<file path="src/design/dpod_pkg.sv">
package dpod_pkg;

   localparam int DAY_W = 5;
   localparam int MONTH_W = 4;
   localparam int YEAR_W = 14;
   localparam int SHIFTED_YEAR_W = YEAR_W + 1;
   localparam int NUM_W = 23;
   localparam int DAYS_W = 22;
   localparam int DOY_W = 9;
   localparam int CENTURY_W = 8;

   localparam int YEAR_OFFSET = 400;
   localparam int DAYS_PER_YEAR = 365;
   localparam int RECIP_SHIFT = 21;
   localparam int RECIP_100 = ((1 << RECIP_SHIFT) + 99) / 100;
   localparam logic [DAYS_W-1:0] DAYS_MAX = '1;

   localparam logic [MONTH_W-1:0] MONTH_JAN = 4'd1;
   localparam logic [MONTH_W-1:0] MONTH_FEB = 4'd2;
   localparam logic [MONTH_W-1:0] MONTH_MAR = 4'd3;
   localparam logic [MONTH_W-1:0] MONTH_APR = 4'd4;
   localparam logic [MONTH_W-1:0] MONTH_MAY = 4'd5;
   localparam logic [MONTH_W-1:0] MONTH_JUN = 4'd6;
   localparam logic [MONTH_W-1:0] MONTH_JUL = 4'd7;
   localparam logic [MONTH_W-1:0] MONTH_AUG = 4'd8;
   localparam logic [MONTH_W-1:0] MONTH_SEP = 4'd9;
   localparam logic [MONTH_W-1:0] MONTH_OCT = 4'd10;
   localparam logic [MONTH_W-1:0] MONTH_NOV = 4'd11;
   localparam logic [MONTH_W-1:0] MONTH_DEC = 4'd12;

   typedef struct packed {
      logic [DAY_W-1:0]   day;
      logic [MONTH_W-1:0] month;
      logic [YEAR_W-1:0]  year;
   } date_type;

   typedef struct packed {
      logic [DAY_W-1:0]   a_start_day;
      logic [MONTH_W-1:0] a_start_month;
      logic [YEAR_W-1:0]  a_start_year;
      logic [DAY_W-1:0]   a_end_day;
      logic [MONTH_W-1:0] a_end_month;
      logic [YEAR_W-1:0]  a_end_year;
      logic [DAY_W-1:0]   b_start_day;
      logic [MONTH_W-1:0] b_start_month;
      logic [YEAR_W-1:0]  b_start_year;
      logic [DAY_W-1:0]   b_end_day;
      logic [MONTH_W-1:0] b_end_month;
      logic [YEAR_W-1:0]  b_end_year;
   } req_type;

   typedef struct packed {
      logic [DAYS_W-1:0] overlap_days;
      logic              overlaps;
      logic              bad_date;
   } rsp_type;

   typedef struct packed {
      logic             ok;
      logic [NUM_W-1:0] number;
   } date_info_type;

   function automatic logic [DAY_W-1:0] month_length(input logic [MONTH_W-1:0] month,
                                                    input logic leap);
      logic [DAY_W-1:0] len;
      case (month)
         MONTH_JAN, MONTH_MAR, MONTH_MAY, MONTH_JUL,
         MONTH_AUG, MONTH_OCT, MONTH_DEC: len = 5'd31;
         MONTH_APR, MONTH_JUN, MONTH_SEP, MONTH_NOV: len = 5'd30;
         MONTH_FEB: len = leap ? 5'd29 : 5'd28;
         default: len = 5'd0;
      endcase
      return len;
   endfunction

   // Days before the first of the month, counting years from March.
   function automatic logic [DOY_W-1:0] month_base(input logic [MONTH_W-1:0] month);
      logic [DOY_W-1:0] base;
      case (month)
         MONTH_MAR: base = 9'd0;
         MONTH_APR: base = 9'd31;
         MONTH_MAY: base = 9'd61;
         MONTH_JUN: base = 9'd92;
         MONTH_JUL: base = 9'd122;
         MONTH_AUG: base = 9'd153;
         MONTH_SEP: base = 9'd184;
         MONTH_OCT: base = 9'd214;
         MONTH_NOV: base = 9'd245;
         MONTH_DEC: base = 9'd275;
         MONTH_JAN: base = 9'd306;
         MONTH_FEB: base = 9'd337;
         default: base = 9'd0;
      endcase
      return base;
   endfunction

endpackage

</file>
<file path="src/design/dpod_date_conv.sv">
module dpod_date_conv (
   input  dpod_pkg::date_type      date,
   output dpod_pkg::date_info_type info
);
   import dpod_pkg::*;

   localparam int YPROD_W = YEAR_W + RECIP_SHIFT - 6;
   localparam int SPROD_W = SHIFTED_YEAR_W + RECIP_SHIFT - 6;

   logic [YPROD_W-1:0]        year_prod;
   logic [CENTURY_W-1:0]      year_century;
   logic                      div4;
   logic                      div100;
   logic                      div400;
   logic                      leap;
   logic [DAY_W-1:0]          len;
   logic                      early_month;
   logic [SHIFTED_YEAR_W-1:0] shifted_year;
   logic [SPROD_W-1:0]        shifted_prod;
   logic [CENTURY_W-1:0]      shifted_century;
   logic [NUM_W-1:0]          number;

   always_comb begin
      year_prod = YPROD_W'(date.year) * YPROD_W'(RECIP_100);
      year_century = CENTURY_W'(year_prod >> RECIP_SHIFT);
      div4 = (date.year[1:0] == 2'b00);
      div100 = (YEAR_W'(year_century) * YEAR_W'(100) == date.year);
      div400 = div100 && (year_century[1:0] == 2'b00);
      leap = div400 || (div4 && !div100);
      len = month_length(date.month, leap);

      early_month = (date.month <= MONTH_FEB);
      shifted_year = SHIFTED_YEAR_W'(date.year) + SHIFTED_YEAR_W'(YEAR_OFFSET)
                     - SHIFTED_YEAR_W'(early_month);
      shifted_prod = SPROD_W'(shifted_year) * SPROD_W'(RECIP_100);
      shifted_century = CENTURY_W'(shifted_prod >> RECIP_SHIFT);

      number = NUM_W'(shifted_year) * NUM_W'(DAYS_PER_YEAR)
               + NUM_W'(shifted_year >> 2)
               - NUM_W'(shifted_century)
               + NUM_W'(shifted_century >> 2)
               + NUM_W'(month_base(date.month))
               + NUM_W'(date.day) - NUM_W'(1);

      info.ok = (date.month >= MONTH_JAN) && (date.month <= MONTH_DEC)
                && (date.day != '0) && (date.day <= len);
      info.number = number;
   end

endmodule

</file>
<file path="src/design/dpod_overlap.sv">
module dpod_overlap (
   input  dpod_pkg::date_info_type a_start,
   input  dpod_pkg::date_info_type a_end,
   input  dpod_pkg::date_info_type b_start,
   input  dpod_pkg::date_info_type b_end,
   input  logic                    include_end_day,
   output dpod_pkg::rsp_type       rsp
);
   import dpod_pkg::*;

   logic [NUM_W-1:0] lo;
   logic [NUM_W-1:0] hi;
   logic             bad;
   logic [NUM_W:0]   count;

   always_comb begin
      lo = (a_start.number > b_start.number) ? a_start.number : b_start.number;
      hi = (a_end.number < b_end.number) ? a_end.number : b_end.number;
      bad = !(a_start.ok && a_end.ok && b_start.ok && b_end.ok);
      count = (NUM_W + 1)'(hi) - (NUM_W + 1)'(lo) + (NUM_W + 1)'(include_end_day);
      rsp.bad_date = bad;
      rsp.overlaps = 1'b0;
      rsp.overlap_days = '0;
      if (!bad && (lo <= hi)) begin
         rsp.overlaps = 1'b1;
         if (count > (NUM_W + 1)'(DAYS_MAX)) begin
            rsp.overlap_days = DAYS_MAX;
         end else begin
            rsp.overlap_days = DAYS_W'(count);
         end
      end
   end

endmodule

</file>
<file path="src/design/date_period_overlap_days.sv">
// Requests pass through an input register and then a result register; throughput
// is one transaction per cycle while rsp_ready does not stall the result register.
// The date conversion and overlap logic between the two registers set the clock
// period. Reset is synchronous and active high: it empties both stages and sets
// include_end_day to 1.
module date_period_overlap_days (
   input  logic              clock,
   input  logic              reset,
   input  logic              req_valid,
   output logic              req_ready,
   input  dpod_pkg::req_type req_data,
   output logic              rsp_valid,
   input  logic              rsp_ready,
   output dpod_pkg::rsp_type rsp_data,
   input  logic              csr_write_enable,
   input  logic              csr_write_data
);
   import dpod_pkg::*;

   logic          in_valid_ff;
   logic          in_valid_in;
   req_type       in_data_ff;
   logic          rsp_valid_ff;
   logic          rsp_valid_in;
   rsp_type       rsp_ff;
   logic          include_end_day_ff;
   logic          out_advance;
   date_info_type a_start_info;
   date_info_type a_end_info;
   date_info_type b_start_info;
   date_info_type b_end_info;
   rsp_type       rsp_result;

   assign out_advance = !rsp_valid_ff || rsp_ready;
   assign req_ready = !in_valid_ff || out_advance;
   assign in_valid_in = req_valid ? 1'b1 : (in_valid_ff && !out_advance);
   assign rsp_valid_in = in_valid_ff ? 1'b1 : (rsp_valid_ff && !rsp_ready);

   dpod_date_conv u_a_start (
      .date ({in_data_ff.a_start_day, in_data_ff.a_start_month, in_data_ff.a_start_year}),
      .info (a_start_info)
   );

   dpod_date_conv u_a_end (
      .date ({in_data_ff.a_end_day, in_data_ff.a_end_month, in_data_ff.a_end_year}),
      .info (a_end_info)
   );

   dpod_date_conv u_b_start (
      .date ({in_data_ff.b_start_day, in_data_ff.b_start_month, in_data_ff.b_start_year}),
      .info (b_start_info)
   );

   dpod_date_conv u_b_end (
      .date ({in_data_ff.b_end_day, in_data_ff.b_end_month, in_data_ff.b_end_year}),
      .info (b_end_info)
   );

   dpod_overlap u_overlap (
      .a_start         (a_start_info),
      .a_end           (a_end_info),
      .b_start         (b_start_info),
      .b_end           (b_end_info),
      .include_end_day (include_end_day_ff),
      .rsp             (rsp_result)
   );

   always_ff @(posedge clock) begin
      if (reset) begin
         include_end_day_ff <= 1'b1;
      end else if (csr_write_enable) begin
         include_end_day_ff <= csr_write_data;
      end
   end

   always_ff @(posedge clock) begin
      if (reset) begin
         in_valid_ff <= 1'b0;
         rsp_valid_ff <= 1'b0;
      end else begin
         if (req_ready) begin
            in_valid_ff <= in_valid_in;
         end
         if (out_advance) begin
            rsp_valid_ff <= rsp_valid_in;
         end
      end
   end

   always_ff @(posedge clock) begin
      if (req_valid && req_ready) begin
         in_data_ff <= req_data;
      end
      if (in_valid_ff && out_advance) begin
         rsp_ff <= rsp_result;
      end
   end

   assign rsp_valid = rsp_valid_ff;
   assign rsp_data = rsp_ff;

   a_accept_loads : assert property (@(posedge clock) disable iff (reset)
      (req_valid && req_ready) |=> in_valid_ff)
      else $error("Accepted request did not load the input register.");

   a_stage_moves : assert property (@(posedge clock) disable iff (reset)
      (in_valid_ff && out_advance) |=> rsp_valid_ff)
      else $error("Input stage advanced without producing a result.");

   a_inclusive_count : assert property (@(posedge clock) disable iff (reset)
      (in_valid_ff && out_advance && include_end_day_ff)
      |=> (rsp_ff.overlaps == (rsp_ff.overlap_days != '0)))
      else $error("Inclusive count disagrees with the overlap flag.");

endmodule
</file>
<file path="config.mk">
export PLATFORM = sky130hd
export DESIGN_NAME = date_period_overlap_days
export DESIGN_NICKNAME = d
export VERILOG_FILES = /design/src/design/dpod_pkg.sv /design/src/design/dpod_date_conv.sv /design/src/design/dpod_overlap.sv /design/src/design/date_period_overlap_days.sv
export SDC_FILE = /design/constraint.sdc
export NUM_CORES = 2
export LEC_CHECK = 0
export BUFFER_PORTS_ARGS = -buffer_cell sky130_fd_sc_hd__buf_2
export CAP_MARGIN = 20
export CORE_MARGIN = 5
export CORE_UTILIZATION = 54
export DETAILED_ROUTE_END_ITERATION = 16
export PLACE_DENSITY = 0.8
export SETUP_SLACK_MARGIN = 0.05
export SLEW_MARGIN = 20
export SYNTH_ARGS = -nofsm -noshare
export SYNTH_HDL_FRONTEND = slang
export SYNTH_SLANG_ARGS = --single-unit
</file>
<file path="constraint.sdc">
create_clock -name clock -period 24.3 [get_ports clock]
set_input_delay 4.86 -clock clock [delete_from_list [all_inputs] [get_ports clock]]
set_output_delay 4.86 -clock clock [all_outputs]
set_load 0.005 [all_outputs]
</file>
# Yosys cells after proc, flatten, opt, wreduce, memory -nomap -nowiden
# Memory sizes are Yosys's and may differ from the RTL's. A register that Yosys moved wholly into a read port is not among the register bits.
# Cells that the tools add are included.
# word_totals
register_bits,119
mem_bits_ro,576
out_inout_bits,26
mem_count,4
# classes
addsub,34
n_mul,16
magnitude_cmp,20
n_eq_ne,52
mux,18
n_reduce_logical,63
# memory_table
name,words,word_bits,read_ports,rd_clocked_by_memory_dff,write_ports,line,text
(no name shown),16,9,1,1,0,dpod_pkg.sv:79,case (month)
(no name shown),16,9,1,1,0,dpod_pkg.sv:79,
(no name shown),16,9,1,1,0,dpod_pkg.sv:79,
(no name shown),16,9,1,1,0,dpod_pkg.sv:79,
# ops
op,n
"14-bit by 13-bit multiplier with 27-bit output, second input constant",4
"15-bit by 13-bit multiplier with 27-bit output, second input constant",4
23-bit by 13-bit adder with 23-bit output,4
23-bit by 5-bit adder with 23-bit output,4
23-bit by 6-bit adder with 23-bit output,4
23-bit by 9-bit adder with 23-bit output,4
"15-bit by 9-bit multiplier with 23-bit output, second input constant",4
"23-bit by 1-bit subtractor with 23-bit output, second input constant",4
23-bit by 8-bit subtractor with 23-bit output,4
"4-bit == test, second input constant",20
"4-bit by 3-bit == test with 1-bit output, second input constant",16
"14-bit by 9-bit adder with 15-bit output, second input constant",4
5-bit one-hot mux with 3 select lines,4
15-bit by 1-bit subtractor with 15-bit output,4
14-bit == test,4
"8-bit by 5-bit multiplier with 12-bit output, second input constant",4
23-bit two-way mux,2
"4-bit by 2-bit == test with 1-bit output, second input constant",8
1-bit logical AND,28
7-bit OR reduction,4
24-bit by 1-bit adder with 24-bit output,1
"24-bit by 22-bit > comparator with 1-bit output, second input constant",1
23-bit by 23-bit subtractor with 24-bit output,1
23-bit > comparator,1
15 further kinds,65

# Logic depth before layout (Yosys ltp)
# logic_depth
depth_word,15
mapped_depth,76

# Cells and area by module
# Synthesis repeated with hierarchy kept, for this count alone.
# unflattened
cells_unflattened,6117
area_unflattened_um2,59752.3
# modules_own_cells
mod,n_inst,cells_each,area_per_inst_um2,seq_area_each_um2
dpod_date_conv at u_b_start,1,1372,13007.5,0.0
dpod_date_conv at u_a_start,1,1362,12981.2,0.0
dpod_date_conv at u_b_end,1,1375,12914.9,0.0
dpod_date_conv at u_a_end,1,1340,12847.3,0.0
dpod_overlap,1,539,4379.2,0.0
date_period_overlap_days,1,129,3622.2,3543.4

# Worst setup path after synthesis
# Ideal clock, no wire load.
# synth_timing
path_kind,flip-flop to flip-flop
start,register in_data_ff[40] (netlist bit)
end,"register rsp_ff, in the netlist rsp_data[12] (data pin)"
setup_ps,273
t_arrival_ps,17068
setup_slack_ps,6959
stages_incl_launch_ff,71
period_less_slack_ps,17341
cell_sequence,edfxtp_1 > or2_2 > a21oi_1 > ha_1 > inv_1 > ha_1 > fa_1 > a21o_1 > a21oi_1 > nor2b_1 > or3_1 > a211oi_1 > o21a_1 > xnor2_1 > inv_1 > fa_1 > inv_1 > ha_1 > (+35 left out) > o21ai_0 > o22ai_1 > nor2_1 > clkbuf_1 > clkbuf_1 > mux2i_1 > ha_1 > ha_1 > a21o_1 > a21o_1 > a21o_1 > a211oi_1 > nor2_1 > a311oi_1 > o21ai_1 > o311ai_1 > buf_2 > o32ai_1
# synth_between
elab_chain_cells,15
# synth_lines
item,line,text
"start, declared",date_period_overlap_days.sv:22,req_type in_data_ff;
"start signal, assigned",date_period_overlap_days.sv:92,in_data_ff <= req_data;
4-bit by 2-bit <= comparator with 1-bit output,dpod_date_conv.sv:32,early_month = (date.month <= MONTH_FEB);
15-bit by 1-bit subtractor with 15-bit output,dpod_date_conv.sv:34,- SHIFTED_YEAR_W'(early_month);
15-bit by 9-bit multiplier with 23-bit output,dpod_date_conv.sv:38,number = NUM_W'(shifted_year) * NUM_W'(DAYS_PER_YEAR)
23-bit by 13-bit adder with 23-bit output,dpod_date_conv.sv:39,+ NUM_W'(shifted_year >> 2)
23-bit by 8-bit subtractor with 23-bit output,dpod_date_conv.sv:40,- NUM_W'(shifted_century)
23-bit by 6-bit adder with 23-bit output,dpod_date_conv.sv:41,+ NUM_W'(shifted_century >> 2)
23-bit by 9-bit adder with 23-bit output,dpod_date_conv.sv:42,+ NUM_W'(month_base(date.month))
23-bit by 5-bit adder with 23-bit output,dpod_date_conv.sv:43,+ NUM_W'(date.day) - NUM_W'(1);
23-bit by 1-bit subtractor with 23-bit output,dpod_date_conv.sv:43,
23-bit > comparator,dpod_overlap.sv:17,lo = (a_start.number > b_start.number) ? a_start.number : b_start.number;
23-bit two-way mux,dpod_overlap.sv:17,
23-bit by 23-bit subtractor with 24-bit output,dpod_overlap.sv:20,count = (NUM_W + 1)'(hi) - (NUM_W + 1)'(lo) + (NUM_W + 1)'(include_end_day);
24-bit by 1-bit adder with 24-bit output,dpod_overlap.sv:20,
24-bit by 22-bit > comparator with 1-bit output,dpod_overlap.sv:26,if (count > (NUM_W + 1)'(DAYS_MAX)) begin
22-bit two-way mux,dpod_overlap.sv:26,
"end signal, assigned",date_period_overlap_days.sv:95,rsp_ff <= rsp_result;
"end, declared",date_period_overlap_days.sv:25,rsp_type rsp_ff;
# Several ways; a longest one is shown, not always the timed one.
# A chain may end at the register's enable or synchronous reset.

# Worst setup path after layout
# layout_timing
start,register in_data_ff[40] (netlist bit)
end,"register rsp_ff, in the netlist rsp_data[14] (data pin)"
# The elaborated chain is that of the path after synthesis.

==> flow_summary.ini <==
[outcome]
outcome = finished clean

[job]
maxCapViolCount = 0

[timing]
fin_crit_ps = 18900
hold_viol_final = 0
rsz0062_at_grt = false
fmax_mhz = 52.9
setup_viol = 0
slew_headroom_pct = 24.7
setup_tns_ps = 0
worstMarginPinSlew_ps = 1120
fin_crit_sh_pct = 77.8
skew_ps = 27.7
slew_viol_final = 0

[clocking]
cts_root_buf = clkbuf_16
path_clk_slew_ps = 90
cts_buffers = 17
post_cts_buffers = 0
clock_path_buffers = 2
cts_num_sinks = 155
cts_tree = built
hold_buffers = 0
h-tree-depth = 4
clock_latency_ps = 540
ctsResizeCount = 0

[setup_path]
crit_type = reg -> reg
max_stage_delay_ps = 660
crit_path_frequent_cell = inv_1
end_kind = flip-flop
cp.arrival_ps = 19130
cp_max_fo = 22
cp.required_ps = 24520
crit_slowest_cell = and3_1
cp-start-kind = flip-flop

[global_routing]
antenna_found_initial = 4
grt_pass1_vias = 46100
grt_overflow = 0
grt_pass1_wl_um = 236000
grt_max_degree = 60
grtUsageTotal_pct = 25.3

[placed_design]
post-place-cells = 7748
place_hpwl_um = 127000
port-buffer-count = 123
gp_congestion = 0.940

[detailed_routing]
dr.first_iter.drc_count = 2417
first_pass_iters = 6
ant_nets = 0
wl_um = 144000
num_vias = 42200
drc_errors = 0
wl_per_cell_um = 18.4
post_drt_via_cell_ratio = 5.42

[layout]
fin_nets = 8762
layout-drive-gt1-share_pct = 4.16
layout_commonest_cell = inv_1
final-instance-count-excl-fill = 7783
layout_common_cells = inv_1, ha_1, fa_1
syn_to_final_growth_pct = 5.64

[synthesis]
post_synth.cell_area_avg_um2 = 9.73
synthFlopType = edfxtp_1
synth-edff-count = 116
ys_ff_latch = 155
synth_fp_nets = 8613
synth_warnings = 0
ys_seq_area_share_pct = 7.15
synth_top_area_share_pct = 30.9
yosys.area.top_type = ha_1
syn_inst = 6130
synth.area.top_cells = ha_1, fa_1, inv_1, edfxtp_1, xnor2_1
synth.distinct_cells = 87
async_flop_share_pct = 0
netlist_area_um2 = 59600

[floorplan]
ios = 124
die_y_um = 342
core.rowCount = 122
initial_core_util_pct = 54.1
die_x_um = 342
die_area_um2 = 117000
fp.coreArea_um2 = 110000

[worst_hold_path]
hp-class = reg -> reg
-- cell families after synthesis --
group	Yosys count	synth area share, %
adders and majority gates	2385	61.5
buffers and inverters	1813	11.4
AOI/OAI and AO/OA	741	8.14
and+or+nand+nor	609	5.18
xor gates and xnor gates	335	4.97
DFF	155	7.15
muxes	92	1.62
-- worst max-delay path, delay by kind of cell, from the launching register on --
kind,cells,cell delay (ps)
adders and majority gates,18,6910
AOI/OAI and AO/OA,25,6560
and+or+nand+nor,8,2090
xor gates and xnor gates,5,1260
buffers and inverters,12,930
DFF,1,480
muxes,1,310
-- path summary, 6_finish.rpt --
kind	startpoint	endpoint	slack, ps	cells past startpoint
max reg2reg	in_data_ff[40]	rsp_data[14]	5400	69
min	in_valid_ff	rsp_valid	520	2
min reg2reg	in_valid_ff	rsp_valid	520	2
max	in_data_ff[40]	rsp_data[14]	5400	69
-- area by class of cell --
class / instances / area [um^2]
Sequential cell: 155 / 4260
Clock inverter: 12 / 140
Multi-Input combinational cell: 4162 / 48600
Inverter: 1778 / 6680
Tap cell: 1488 / 1860
Clock buffer: 20 / 478
Timing Repair Buffer: 165 / 935
Antenna cell: 3 / 7.51
Fill cell: 9309 / 47200
-- routing by layer --
layer | wire [um] | GRT usage [%] | up-vias
li1 | - | - | 19900
met5 | 27 | 0 | -
met2 | 68700 | 43.0 | 1162
met3 | 7940 | 3.19 | 283
met1 | 61500 | 33.3 | 20800
met4 | 5390 | 9.38 | 4
-- through the flow --
step	hold slack (ps)	area, um^2	util (%)	setup slack, ps
after floorplan	478	59600	-	6960
after global placement	500	62400	56.6	6060
after detailed placement	507	62400	56.6	5620
after CTS	521	63000	57.2	5500
after global routing	561	63000	57.2	4250
final	518	63000	57.2	5400
-- Yosys cell counts, drive strengths merged (35+ instances only) --
cell type,n
edfxtp,116
o21a,35
nand2b,41
mux2i,57
inv,1778
o21ai,143
mux2,35
nand3,51
xor2,81
nand2,133
fa,913
nor3,52
dfxtp,39
nor2,133
a21oi,199
a21o,99
nor2b,41
ha,1472
nand4,38
xnor2,252
Power is not shown: default switching activity piles up to over one toggle a cycle in this logic, so the estimate is an artifact.
